### src/sv/plc_pkg.sv
// ----------------------------------------------------------------------------
// plc_pkg
// Shared types and constants for the positional list table: word formats,
// cell control, reduction tree nodes and derived widths.
// ----------------------------------------------------------------------------
package plc_pkg;

    // table size and derived widths
    localparam int CAPACITY = 128;
    localparam int IDX_W    = $clog2(CAPACITY);
    localparam int CNT_W    = $clog2(CAPACITY + 1);
    localparam int POS_W    = 8;
    localparam int CMP_W    = (CNT_W > POS_W) ? CNT_W : POS_W;
    localparam int DATA_W   = 32;

    // reduction tree: groups of eight, enough levels to cover every cell
    localparam int GRP    = 8;
    localparam int LVL    = (IDX_W + 2) / 3;
    localparam int LEAVES = 1 << (3 * LVL);

    // operation codes
    localparam logic [1:0] OP_INSERT = 2'd0;
    localparam logic [1:0] OP_DELETE = 2'd1;
    localparam logic [1:0] OP_LOCATE = 2'd2;

    // request word
    typedef struct packed {
        logic [1:0]              func;
        logic [POS_W-1:0]        position;
        logic signed [DATA_W-1:0] value_in;
    } plc_req_t;

    // response word
    typedef struct packed {
        logic                    ok;
        logic signed [DATA_W-1:0] value_out;
        logic [7:0]              found_position;
        logic [7:0]              list_length;
        logic                    is_empty;
    } plc_rsp_t;

    // broadcast control to every cell
    typedef struct packed {
        logic              advance;
        logic              ins;
        logic              del;
        logic              loc;
        logic [CMP_W-1:0]  pos_m1;
        logic [CNT_W-1:0]  count;
        logic [DATA_W-1:0] value;
    } plc_ctl_t;

    // one node of the hit reduction tree
    typedef struct packed {
        logic              hit;
        logic [IDX_W-1:0]  tag;
        logic [DATA_W-1:0] data;
    } plc_node_t;

    // per-word status that travels beside the tree
    typedef struct packed {
        logic             valid;
        logic             loc;
        logic             ok;
        logic [CNT_W-1:0] count;
    } plc_side_t;

endpackage

### src/sv/plc_group.sv
// ----------------------------------------------------------------------------
// plc_group
// Registered reduction node: picks the lowest-index hit among eight inputs
// and merges their data (at most one carries a nonzero value).
// ----------------------------------------------------------------------------
module plc_group (
    input  logic                                 clk,
    input  logic                                 advance,
    input  plc_pkg::plc_node_t [plc_pkg::GRP-1:0] kids,
    output plc_pkg::plc_node_t                   node
);

    plc_pkg::plc_node_t node_reg;
    plc_pkg::plc_node_t node_next;

    // first hit wins, data is or-merged
    always_comb
    begin
        node_next = '0;
        for (int i = plc_pkg::GRP - 1; i >= 0; i--)
        begin
            if (kids[i].hit)
            begin
                node_next.tag = kids[i].tag;
            end
        end
        for (int i = 0; i < plc_pkg::GRP; i++)
        begin
            node_next.hit  = node_next.hit | kids[i].hit;
            node_next.data = node_next.data | kids[i].data;
        end
    end

    always_ff @(posedge clk)
    begin
        if (advance)
        begin
            node_reg <= node_next;
        end
    end

    assign node = node_reg;

endmodule

### config.mk
export PLATFORM = sky130hd
export DESIGN_NAME = plc_group
export DESIGN_NICKNAME = d
export VERILOG_FILES = /design/src/sv/plc_pkg.sv /design/src/sv/plc_group.sv
export SDC_FILE = /design/constraint.sdc
export NUM_CORES = 1
export LEC_CHECK = 0
export BUFFER_PORTS_ARGS = -buffer_cell sky130_fd_sc_hd__buf_2
export CELL_PAD_IN_SITES_DETAIL_PLACEMENT = 0
export CELL_PAD_IN_SITES_GLOBAL_PLACEMENT = 1
export CORE_AREA = 2 2 141 143
export CTS_CLUSTER_DIAMETER = 60
export DETAILED_ROUTE_END_ITERATION = 8
export DIE_AREA = 0 0 143 145
export GPL_TIMING_DRIVEN = 1
export PLACE_DENSITY_LB_ADDON = 0.1
export RECOVER_POWER = 50
export SLEW_MARGIN = 20
export SYNTH_ARGS = -nofsm -noshare
export SYNTH_HDL_FRONTEND = slang
export SYNTH_SLANG_ARGS = --single-unit
### constraint.sdc
create_clock -name clk -period 2.3 [get_ports clk]
set_input_delay 0.46 -clock clk [delete_from_list [all_inputs] [get_ports clk]]
set_output_delay 0.46 -clock clk [all_outputs]
set_load 0.05 [all_outputs]
Word level (Yosys, flattened, before mapping)
Index checks and enable logic that the tools add are counted.
Widths: inputs -> output; s select.
{"block": "totals", "ff_bits": 40, "latchBits": 0, "ramBits": 0, "mem_bits_ro": 0, "input_bits": 322, "out_inout_bits": 40, "elab_cells": 25, "n_memories": 0}
{"block": "classes", "add_sub_neg": 0, "multipliers": 0, "div_mod_pow": 0, "n_lt_le_gt_ge": 0, "eq_ne": 0, "n_shift": 0, "n_mux": 8, "bitwise": 14, "n_reduce_logical": 0}
{"operator": "$or 32x32->32", "count": 7}
{"operator": "$mux 7", "count": 8}
{"operator": "$or 1x1->1", "count": 7}

Logic depth before layout (Yosys ltp)
{"block": "depth", "ltp_word": 8, "mapped_depth": 5, "ltp_nobuf": 4}

Worst setup path before layout
Ideal clock, no wire load.
{"block": "synth_path", "kind": "in2reg", "start": "input port kids[119] in the netlist's numbering", "end": "register node_reg, in the netlist node[32], data pin", "setup_ns": 0.152, "t_arrival_ns": 1.392, "required_ns": 2.148, "setup_slack_ns": 0.757, "cell_stages": 5, "path_buffers": 2, "path_cell_list": "buf_6 or2_0 buf_2 or3_1 a31oi_1"}
{"item": "from (decl)", "line": "plc_group.sv:9", "source": "input plc_pkg::plc_node_t [plc_pkg::GRP-1:0] kids,"}
{"item": "to (signal assigned)", "line": "plc_group.sv:38", "source": "node_reg <= node_next;"}
{"item": "to (decl)", "line": "plc_group.sv:13", "source": "plc_pkg::plc_node_t node_reg;"}

Worst setup path after layout
{"block": "layout_path", "start": "input port advance", "end": "register node_reg, in the netlist node[4] (enable)"}
{"item": "from (decl)", "line": "plc_group.sv:8", "source": "input logic advance,"}
No word-level cell between the ends.

==> results.txt <==
Mapped Nets: 521
Syn Std Cell Area: 2110 um2
Met2 Use GR: 23.9%
Crit start category: primary input
Post-CTS Setup Inserts: 0
Share of the synthesized area in the top cell type: 56.8%
Area growth from synthesis to layout: 108%
Antenna-violating nets left: 0
Initial antenna violation count: 0
CP max-delay cell: clkbuf_1
Routing usage on met3: 3.43%
Post_cts resized: 0
Compound-Gate Fraction of Synth Area: 11.7%
CP peak stage delay: 0.86 ns
Clk buf depth: 2
CP bufs+invs: 2
Number of global-route vias before repair: 3,208
Hold_sp: kids[289]
Ranking of synthesized cells by area: edfxtp_1 (57%), nor4_1 (19%), nand2_1 (6.0%)
Relative slew slack: 19.4%
Die ar.: 20,700 um2
Pin count of the biggest net entering global routing: 24
Fin. Hold Viols: 0
Worst path cell trace: clkbuf_1 -> buf_12
Synth cell count leaders: nor4_1 (64), edfxtp_1 (40), nand2_1 (34), o22ai_1 (13)
Iter 0 DRT Violations: 62
# rows: 51
Final setup violation count: 0
Period utilization: 70.9%
Peak Freq: 0.613 GHz
Slew Limit Fails: 0
Vias: 3,097
Post-synth EDFFs: 40
First-pass GRT wire length: 17,700 um
Syn Inst Count: 199
Clk slew on worst S/H paths: 0.06 ns
Post-Synth Adder-Cell Area: 0%
PD cells: 509 nW/um2
First-pass detailed-route iteration total: 4
Max cap viols: 0
Starting Density: 11.0%
Largest family of logic cells by synthesized area: simple AND/OR/NAND/NOR gates
Yosys cell types: 20
Diode count: 0
Count of yosys warnings during synthesis: 0
Post-Synth Simple-Gate Area: 29.6%
DRT Wirelength: 12,600 um
Tmin final: 1.63 ns
CP Max Fanout: 23
Die height: 145 um
Busiest grt layer: met2
Clock net sink count: 40
Routability cong.: 0.823
RSZ-0062 raised after global routing: no
Peak supply drop: 333 uV
Predominant post-synthesis flop cell: edfxtp_1
CP startpoint: advance
LEAKAGE: 2.05 nW
Htree depth: 2
Min Hold Slack: 0.420 ns
DRC violations left: 0
Inserted Clock Buffers: 5
Met1 Use GR: 10.3%
Critical path type: primary input to flip-flop
Data arrival time of the worst path: 1.63 ns
Post-synth top area cell: edfxtp_1
Crit-path leading delay family: buffers and inverters
Dpl hpwl: 11,500 um
Final core utilization: 22.9%
Most common cell in the netlist: nor4_1
Post-synthesis mux area share: 0%
Mean Syn Cell Area: 10.6 um2
Post-synthesis xor/xnor area fraction: 0%
FFs w/ async S/R, synth: 0%
Hold Buf Count CTS: 0
Register area share after synthesis: 56.8%
Final nets: 885
CTS tree: done
Die Wd: 143 um
Status: finished, final reports clean
Port bufs: 361
Core footprint: 19,200 um2
Layout cells sized above 1: 65.4%
Post-synthesis register bit count: 40
GRT Overall Usage: 11.5%
CTS root buffer: clkbuf_16
Hold crit path type: primary input to flip-flop
Worst Tran Pin Value: 1.21 ns
Crit path required time: 2.29 ns
Endpoint type of the worst setup path: flip-flop
Max reg flops: 40
Sum Neg Setup Slack: 0 ns
Remaining Overflow, GRT: 0
DR vias/cell: 3.74
Wire per inst: 15.3 um
Io pins: 362
tightest hold or removal path, stage by stage:
cell and delay [ns]:
buf_2 0.08, nor4_1 0.03, nand2_1 0.04
cells in the final DEF, fill, tap and decap left out:
cell,netlist,final
o22ai_1,13,13
a31oi_1,7,7
clkbuf_16,0,5
nand3_1,1,1
clkbuf_1,2,1
nor2_1,4,4
or2_0,1,1
buf_12,0,1
nand2b_1,1,1
clkinv_1,0,2
nand2_1,34,34
a221oi_1,7,7
and2b_2,1,1
a21oi_1,3,3
inv_1,3,3
nor2b_1,1,1
buf_2,2,360
a22oi_1,6,6
edfxtp_1,40,40
nor4_1,64,64
bufinv_16,0,1
or2_2,1,1
or3_1,7,7
worst paths after layout:
path	depth (start not counted)	end	slack, ns
max	2	node[4]	0.67
min	3	node[9]	0.42
where the power goes:
group | switching [mW] | internal (mW)
combinational | 0.330 | 0.262
sequential | 0.00974 | 0.848
clock | 0.287 | 0.505
cell type report:
cell class,count,area [um2]
Fill cell,2143,14800
Timing Repair Buffer,362,1830
Sequential cell,40,1200
Multi-Input combinational cell,151,872
Tap cell,265,332
Clock buffer,5,125
Clock inverter,3,37.5
Inverter,3,11.3
cell families after synthesis:
kind of cell	count (synthesis)
flops	40
simple gates	115
compound gates	36
buf+inv	8
per-layer routing:
metal / part of all wire (%) / up-vias
met5: 0 / -
met4: 1.4 / 0
met3: 9.2 / 11
met2: 57 / 175
met1: 32 / 1339
li1: - / 1572
through the flow:
stage / std cells / cell area [um2] / setup slack (ns) / power, mW
2_1_floorplan: 199 / 2110 / 0.757 / 1.11
3_3_place_gp: 821 / 4240 / 0.577 / 1.48
3_5_place_dp: 821 / 4240 / 0.558 / 1.48
4_1_cts: 829 / 4410 / 0.869 / 2.30
5_1_grt: 829 / 4400 / 0.482 / 2.36
6_report: 829 / 4400 / 0.669 / 2.24
(Power assumes the default switching activity.)
