**src/sv/plc_pkg.sv**
```systemverilog
// ----------------------------------------------------------------------------
// plc_pkg
// Shared types and constants for the positional list table: word formats,
// cell control, reduction tree nodes and derived widths.
// ----------------------------------------------------------------------------
package plc_pkg;

    // table size and derived widths
    localparam int CAPACITY = 128;
    localparam int IDX_W    = $clog2(CAPACITY);
    localparam int CNT_W    = $clog2(CAPACITY + 1);
    localparam int POS_W    = 8;
    localparam int CMP_W    = (CNT_W > POS_W) ? CNT_W : POS_W;
    localparam int DATA_W   = 32;

    // reduction tree: groups of eight, enough levels to cover every cell
    localparam int GRP    = 8;
    localparam int LVL    = (IDX_W + 2) / 3;
    localparam int LEAVES = 1 << (3 * LVL);

    // operation codes
    localparam logic [1:0] OP_INSERT = 2'd0;
    localparam logic [1:0] OP_DELETE = 2'd1;
    localparam logic [1:0] OP_LOCATE = 2'd2;

    // request word
    typedef struct packed {
        logic [1:0]              func;
        logic [POS_W-1:0]        position;
        logic signed [DATA_W-1:0] value_in;
    } plc_req_t;

    // response word
    typedef struct packed {
        logic                    ok;
        logic signed [DATA_W-1:0] value_out;
        logic [7:0]              found_position;
        logic [7:0]              list_length;
        logic                    is_empty;
    } plc_rsp_t;

    // broadcast control to every cell
    typedef struct packed {
        logic              advance;
        logic              ins;
        logic              del;
        logic              loc;
        logic [CMP_W-1:0]  pos_m1;
        logic [CNT_W-1:0]  count;
        logic [DATA_W-1:0] value;
    } plc_ctl_t;

    // one node of the hit reduction tree
    typedef struct packed {
        logic              hit;
        logic [IDX_W-1:0]  tag;
        logic [DATA_W-1:0] data;
    } plc_node_t;

    // per-word status that travels beside the tree
    typedef struct packed {
        logic             valid;
        logic             loc;
        logic             ok;
        logic [CNT_W-1:0] count;
    } plc_side_t;

endpackage

```
**src/sv/plc_cell.sv**
```systemverilog
// ----------------------------------------------------------------------------
// plc_cell
// One table slot: holds an entry, shifts from its left or right neighbor on
// insert or delete, and registers its hit flag for delete and locate.
// ----------------------------------------------------------------------------
module plc_cell (
    input  logic                          clk,
    input  logic [plc_pkg::IDX_W-1:0]     idx,
    input  plc_pkg::plc_ctl_t             ctl,
    input  logic [plc_pkg::DATA_W-1:0]    left,
    input  logic [plc_pkg::DATA_W-1:0]    right,
    output logic [plc_pkg::DATA_W-1:0]    entry,
    output plc_pkg::plc_node_t            node
);

    logic [plc_pkg::DATA_W-1:0] entry_reg;
    logic [plc_pkg::DATA_W-1:0] entry_next;
    logic                       entry_we;
    plc_pkg::plc_node_t         node_reg;
    plc_pkg::plc_node_t         node_next;
    logic [plc_pkg::CMP_W-1:0]  idx_c;
    logic [plc_pkg::CNT_W-1:0]  idx_n;
    logic                       at_pos;
    logic                       past_pos;
    logic                       sel;

    assign idx_c    = plc_pkg::CMP_W'(idx);
    assign idx_n    = plc_pkg::CNT_W'(idx);
    assign at_pos   = (idx_c == ctl.pos_m1);
    assign past_pos = (idx_c > ctl.pos_m1);

    // shift path
    always_comb
    begin
        entry_we   = 1'b0;
        entry_next = entry_reg;
        if (ctl.ins)
        begin
            if (at_pos)
            begin
                entry_we   = 1'b1;
                entry_next = ctl.value;
            end
            else if (past_pos)
            begin
                entry_we   = 1'b1;
                entry_next = left;
            end
        end
        else if (ctl.del && (at_pos || past_pos))
        begin
            entry_we   = 1'b1;
            entry_next = right;
        end
    end

    always_ff @(posedge clk)
    begin
        if (entry_we)
        begin
            entry_reg <= entry_next;
        end
    end

    // hit flag, sampled before the shift takes effect
    assign sel = (ctl.del && at_pos) ||
                 (ctl.loc && (idx_n < ctl.count) && (entry_reg == ctl.value));

    always_comb
    begin
        node_next.hit  = sel;
        node_next.tag  = idx;
        node_next.data = (ctl.del && at_pos) ? entry_reg : '0;
    end

    always_ff @(posedge clk)
    begin
        if (ctl.advance)
        begin
            node_reg <= node_next;
        end
    end

    assign entry = entry_reg;
    assign node  = node_reg;

endmodule

```
**config.mk**
```make
export PLATFORM = sky130hd
export DESIGN_NAME = plc_cell
export DESIGN_NICKNAME = d
export VERILOG_FILES = /design/src/sv/plc_pkg.sv /design/src/sv/plc_cell.sv
export SDC_FILE = /design/constraint.sdc
export NUM_CORES = 1
export LEC_CHECK = 0
export BUFFER_PORTS_ARGS = -buffer_cell sky130_fd_sc_hd__buf_2
export CAP_MARGIN = 20
export CORE_MARGIN = 4
export CORE_UTILIZATION = 45
export DETAILED_ROUTE_END_ITERATION = 8
export PLACE_DENSITY = 0.8
export SYNTH_ARGS = -nofsm -noshare
export SYNTH_HDL_FRONTEND = slang
export SYNTH_SLANG_ARGS = --single-unit
```
**constraint.sdc**
```tcl
create_clock -name clk -period 3.91 [get_ports clk]
set_input_delay 0.782 -clock clk [delete_from_list [all_inputs] [get_ports clk]]
set_output_delay 0.782 -clock clk [all_outputs]
set_load 0.005 [all_outputs]
```
## Word level (Yosys, flattened, before mapping)

Index checks and enable logic that the tools add are counted.

| word-level totals | value |
|---|---|
| register bits | 72 |
| input port bits | 124 |
| output and inout bits | 72 |
| word-level logic and storage cells | 25 |

| cells by class | value |
|---|---|
| magnitude comparators | 2 |
| eq/ne operators | 3 |
| multiplexer cells | 8 |
| reduce and logical (&&, ||, !) cells | 8 |

Operators by type and width:

| operator | number |
|---|---|
| 2-to-1 mux 32 bit | 4 |
| == test 32 bit | 1 |
| == test 7 x 8 -> 1 bit | 1 |
| greater-than comparator 7 x 8 -> 1 bit | 1 |
| less-than comparator 7 x 8 -> 1 bit | 1 |
| logical AND 1 bit | 4 |
| 2-to-1 mux 1 bit | 4 |
| != test 3 x 1 -> 1 bit, second input constant | 1 |
| AND reduction 3 bit | 1 |
| logical OR 1 bit | 2 |
| nonzero test 2 bit | 1 |

## Longest topological paths before layout

| logic depth | value |
|---|---|
| depth in word-level cells | 6 |
| depth in mapped cells | 8 |
| mapped depth without buffers | 7 |

## Least setup slack after synthesis

No wires, ideal clock.

| timing | value |
|---|---|
| path type | input to register |
| start point | in ctl[46] in the netlist's numbering |
| end point | reg entry_reg, in the netlist entry[0], enable pin |
| library setup time | 0.394 ns |
| arrival time | 2.454 ns |
| required time | 3.516 ns |
| slack | 1.062 ns |
| cell stages on the path | 6 |
| buffers on the path | 1 |
| path through | inv_1 -> ha_1 -> nand4b_1 -> nor2_1 -> buf_4 -> o32a_1 |

| between the ends | value |
|---|---|
| word-level cells in the longest chain between the ends | 6 |
| elaborated cells on any way between the ends | 11 |
| those cells by class | order compare (1); eq/ne (2); mux (4); reduce/logical (4) |

RTL lines:

| what | RTL line | text |
|---|---|---|
| from (decl) | plc_cell.sv:9 | `input plc_pkg::plc_ctl_t ctl,` |
| greater-than comparator 7 x 8 -> 1 bit or == test 7 x 8 -> 1 bit (tied branches) | plc_cell.sv:30, plc_cell.sv:29 |  |
| logical OR 1 bit | plc_cell.sv:50 | `else if (ctl.del && (at_pos \|\| past_pos))` |
| logical AND 1 bit | plc_cell.sv:50 |  |
| 2-to-1 mux 1 bit | plc_cell.sv:50 |  |
| 2-to-1 mux 1 bit | plc_cell.sv:37 | `if (ctl.ins)` |
| AND reduction 3 bit (no source line) (*) | n/a |  |
| to (signal assigned) | plc_cell.sv:61 | `entry_reg <= entry_next;` |
| to (decl) | plc_cell.sv:16 | `logic [plc_pkg::DATA_W-1:0] entry_reg;` |

Mark *: on every way between the ends. The rest lies on a longest branch, timed or not.
A chain may end at the register's enable or synchronous reset.

## Final worst setup path

| timing | value |
|---|---|
| start point | in idx[5] in the netlist's numbering |
| end point | reg entry_reg, in the netlist entry[22], data pin |

| between the ends | value |
|---|---|
| word-level cells in the longest chain between the ends | 3 |

RTL lines:

| what | RTL line | text |
|---|---|---|
| from (decl) | plc_cell.sv:8 | `input logic [plc_pkg::IDX_W-1:0] idx,` |
| == test 7 x 8 -> 1 bit | plc_cell.sv:29 | `assign at_pos = (idx_c == ctl.pos_m1);` |
| 2-to-1 mux 32 bit | plc_cell.sv:39 | `if (at_pos)` |
| 2-to-1 mux 32 bit | plc_cell.sv:37 |  |
| via entry_next (one bit) | plc_cell.sv:17 | `logic [plc_pkg::DATA_W-1:0] entry_next;` |

The timed path passes the listed nets, and every way through them passes these cells.

==> out/metrics.yaml <==
synth_flop_cell: "edfxtp_1"
startpoint: "idx[5]"
hold_buffers: 0
final-seq-area_um2: 2160
hpwl_um: 7670
gp_congestion: 0.828
ant_nets: 0
grt_pass1_wl_um: 15300
use_met3: 0.0519
grt_pass1_vias: 3243
use_met1: 0.232
path_clk_slew_ns: 0.07
worst_ep_arrival_time_ns: 2.62
drt_iter0_markers: 111
tns_ns: 0
r2r_end: "node[39]$_DFFE_PP_"
portBuffers: 195
syn_to_final_growth_pct: 32.7
grt_util_met2: 0.364
clockRootBuffer: "clkbuf_8"
syn_nets: 446
async_flop_share: 0
p_leak_nw: 2.35
synth_compound_area_frac: 0.0654
routedWlPerCell_um: 16.5
die_area_um2: 9850
cts_tree: "built"
nets: 637
final_area_um2: 4980
ys.warnings.count: 0
layout-drive-gt1-share: 0.420
die_w_um: 99.3
vias_per_cell: 5.06
hold_class: "reg2reg"
slew_violations: 0
top_usage_layer: "met2"
drc: 0
setup_violations: 0
ir_drop_uv: 251
first_pass_iters: 4
synthMuxAreaShare: 0.0854
num_vias: 3089
syn_avg_cell_area_um2: 12.1
finalCritPeriodShare: 0.659
synth_cell_types: 28
fmax_mhz: 388
multi_input_area_um2: 1460
fin_skew_ns: 0.00944
gr-total-overflow: 0
drv_cap: 0
die_h_um: 99.3
clk_latency_ns: 0.33
worstHoldStart: "entry[26]$_DFFE_PP_"
post_cts_buffers: 0
grt_usage: 0.198
cp-start-kind: "input pin"
synth_area_leaders: "edfxtp_1, mux2i_1, xor2_1"
slew_headroom: 0.375
worst_slew_pin_slew_ns: 0.938
synth_top_family_by_area: "simple AND/OR/NAND/NOR gates"
clk_path_buf_depth: 2
synth_edf_count: 72
period_needed_ns: 2.58
worstReg2RegStart: "entry[28]$_DFFE_PP_"
hold_depth: 1
largest_register_ffs: 40
diodes: 0
synthesis.area_um2: 3750
rsz0062_at_grt: "no"
rows: 33
synthAdderAreaFrac: 0.0434
synth_cells: 309
synthXorXnorAreaFrac: 0.0748
hold_viol_final: 0
critPathCapture: "entry[22]$_DFFE_PP_"
core_um2: 8180
cp_max_fo: 65
cts_made_buffers: 9
wl_um: 10100
synth-simple-area-share: 0.118
cts_resized: 0
ys_seq_elements: 72
required_ns: 3.95
synth_top_area_share: 0.577
p_per_area_nw_per_um2: 354
placed_area_um2: 4800
yosysTopAreaCell: "edfxtp_1"
reg2reg_setup_slack_ns: 1.82
setup.worst_path.class: "in2reg"
fillers: 700
holdWs_ns: 0.635
r2r.worst_path.cells: 5
start_util: 0.459
antenna_found_initial: 0
seq_area_frac_synth: 0.577
grt_start_max_net_pins: 66
outcome: "finished, final reports clean"
ios: 196
clkSinkCount: 72
crit_path_end_kind: "flip-flop"
finalPower_mw: 1.76
htree_levels: 3
[layout by cell type, fill, tap and decap left out, drive strengths merged, types with 2 or more instances in the layout]
master / n
o21ai: 2
nand4b: 2
and3: 32
nor4: 7
mux2i: 32
nor3: 2
clkbuf: 11
inv: 14
edfxtp: 72
buf: 197
a21oi: 35
ha: 13
nor2: 35
xor2: 31
a21o: 3
nand4: 2
clkinv: 4
[power breakdown]
| group | switching (mW) | internal, mW | leakage [nW] |
|---|---|---|---|
| Clock | 0.265 | 0.289 | 0.0922 |
| Combinational | 0.140 | 0.128 | 1.53 |
| Sequential | 0.0328 | 0.907 | 0.725 |
[area by class of cell]
cell class	count	share of cell area
clock buffers	11	0.0264
clock inverters	5	0.00955
inverters	14	0.0106
multi-input cells	206	0.293
flip-flops and latches	72	0.434
well taps	105	0.0264
repair buffers	197	0.199
[through the flow]
step	std cells	setup slack, ns	util
3_3_place_gp	594	1.10	0.587
4_1_cts	610	1.36	0.609
3_5_place_dp	594	1.01	0.587
2_1_floorplan	309	1.06	-
6_report	610	1.33	0.609
5_1_grt	610	1.24	0.609
[critical path, stage by stage]
cell and delay (ns):
buf_2 0.12, ha_1 0.31, nand4b_1 0.20, nor2_4 0.16, buf_4 0.63, mux2i_1 0.29, a21oi_1 0.10
[per-layer routing]
| metal | wire length [um] | share of wire | vias up |
|---|---|---|---|
| met5 | 0 | 0 | - |
| met4 | 58 | 0.0058 | 0 |
| met3 | 867 | 0.086 | 4 |
| met2 | 5360 | 0.53 | 138 |
| met1 | 3770 | 0.38 | 1432 |
| li1 | - | - | 1515 |
[synth_stat cells, types with 3 or more instances]
cell and number:
a21o_1 3, a21oi_1 35, and3_1 32, buf_4 3, clkbuf_1 13, edfxtp_1 72
ha_1 13, inv_1 14, mux2i_1 32, nor2_1 35, nor4_1 7, xor2_1 31
[worst min path at each step]
stage,endpoint,slack (ns)
floorplan,node[0]$_SDFFCE_PN0P_,0.62
global placement,node[17]$_SDFFCE_PN0P_,0.61
detailed placement,node[26]$_SDFFCE_PN0P_,0.62
CTS,node[32]$_DFFE_PP_,0.63
global route,node[32]$_DFFE_PP_,0.62
finish,node[26]$_SDFFCE_PN0P_,0.64
[logic make-up after synthesis]
kind of cell	after synthesis
flops	72
mux	32
buf+inv	31
xor+xnor	32
fa+ha+maj	13
simple gates	85
compound gates	44
Power figures use the tool's default switching activity.
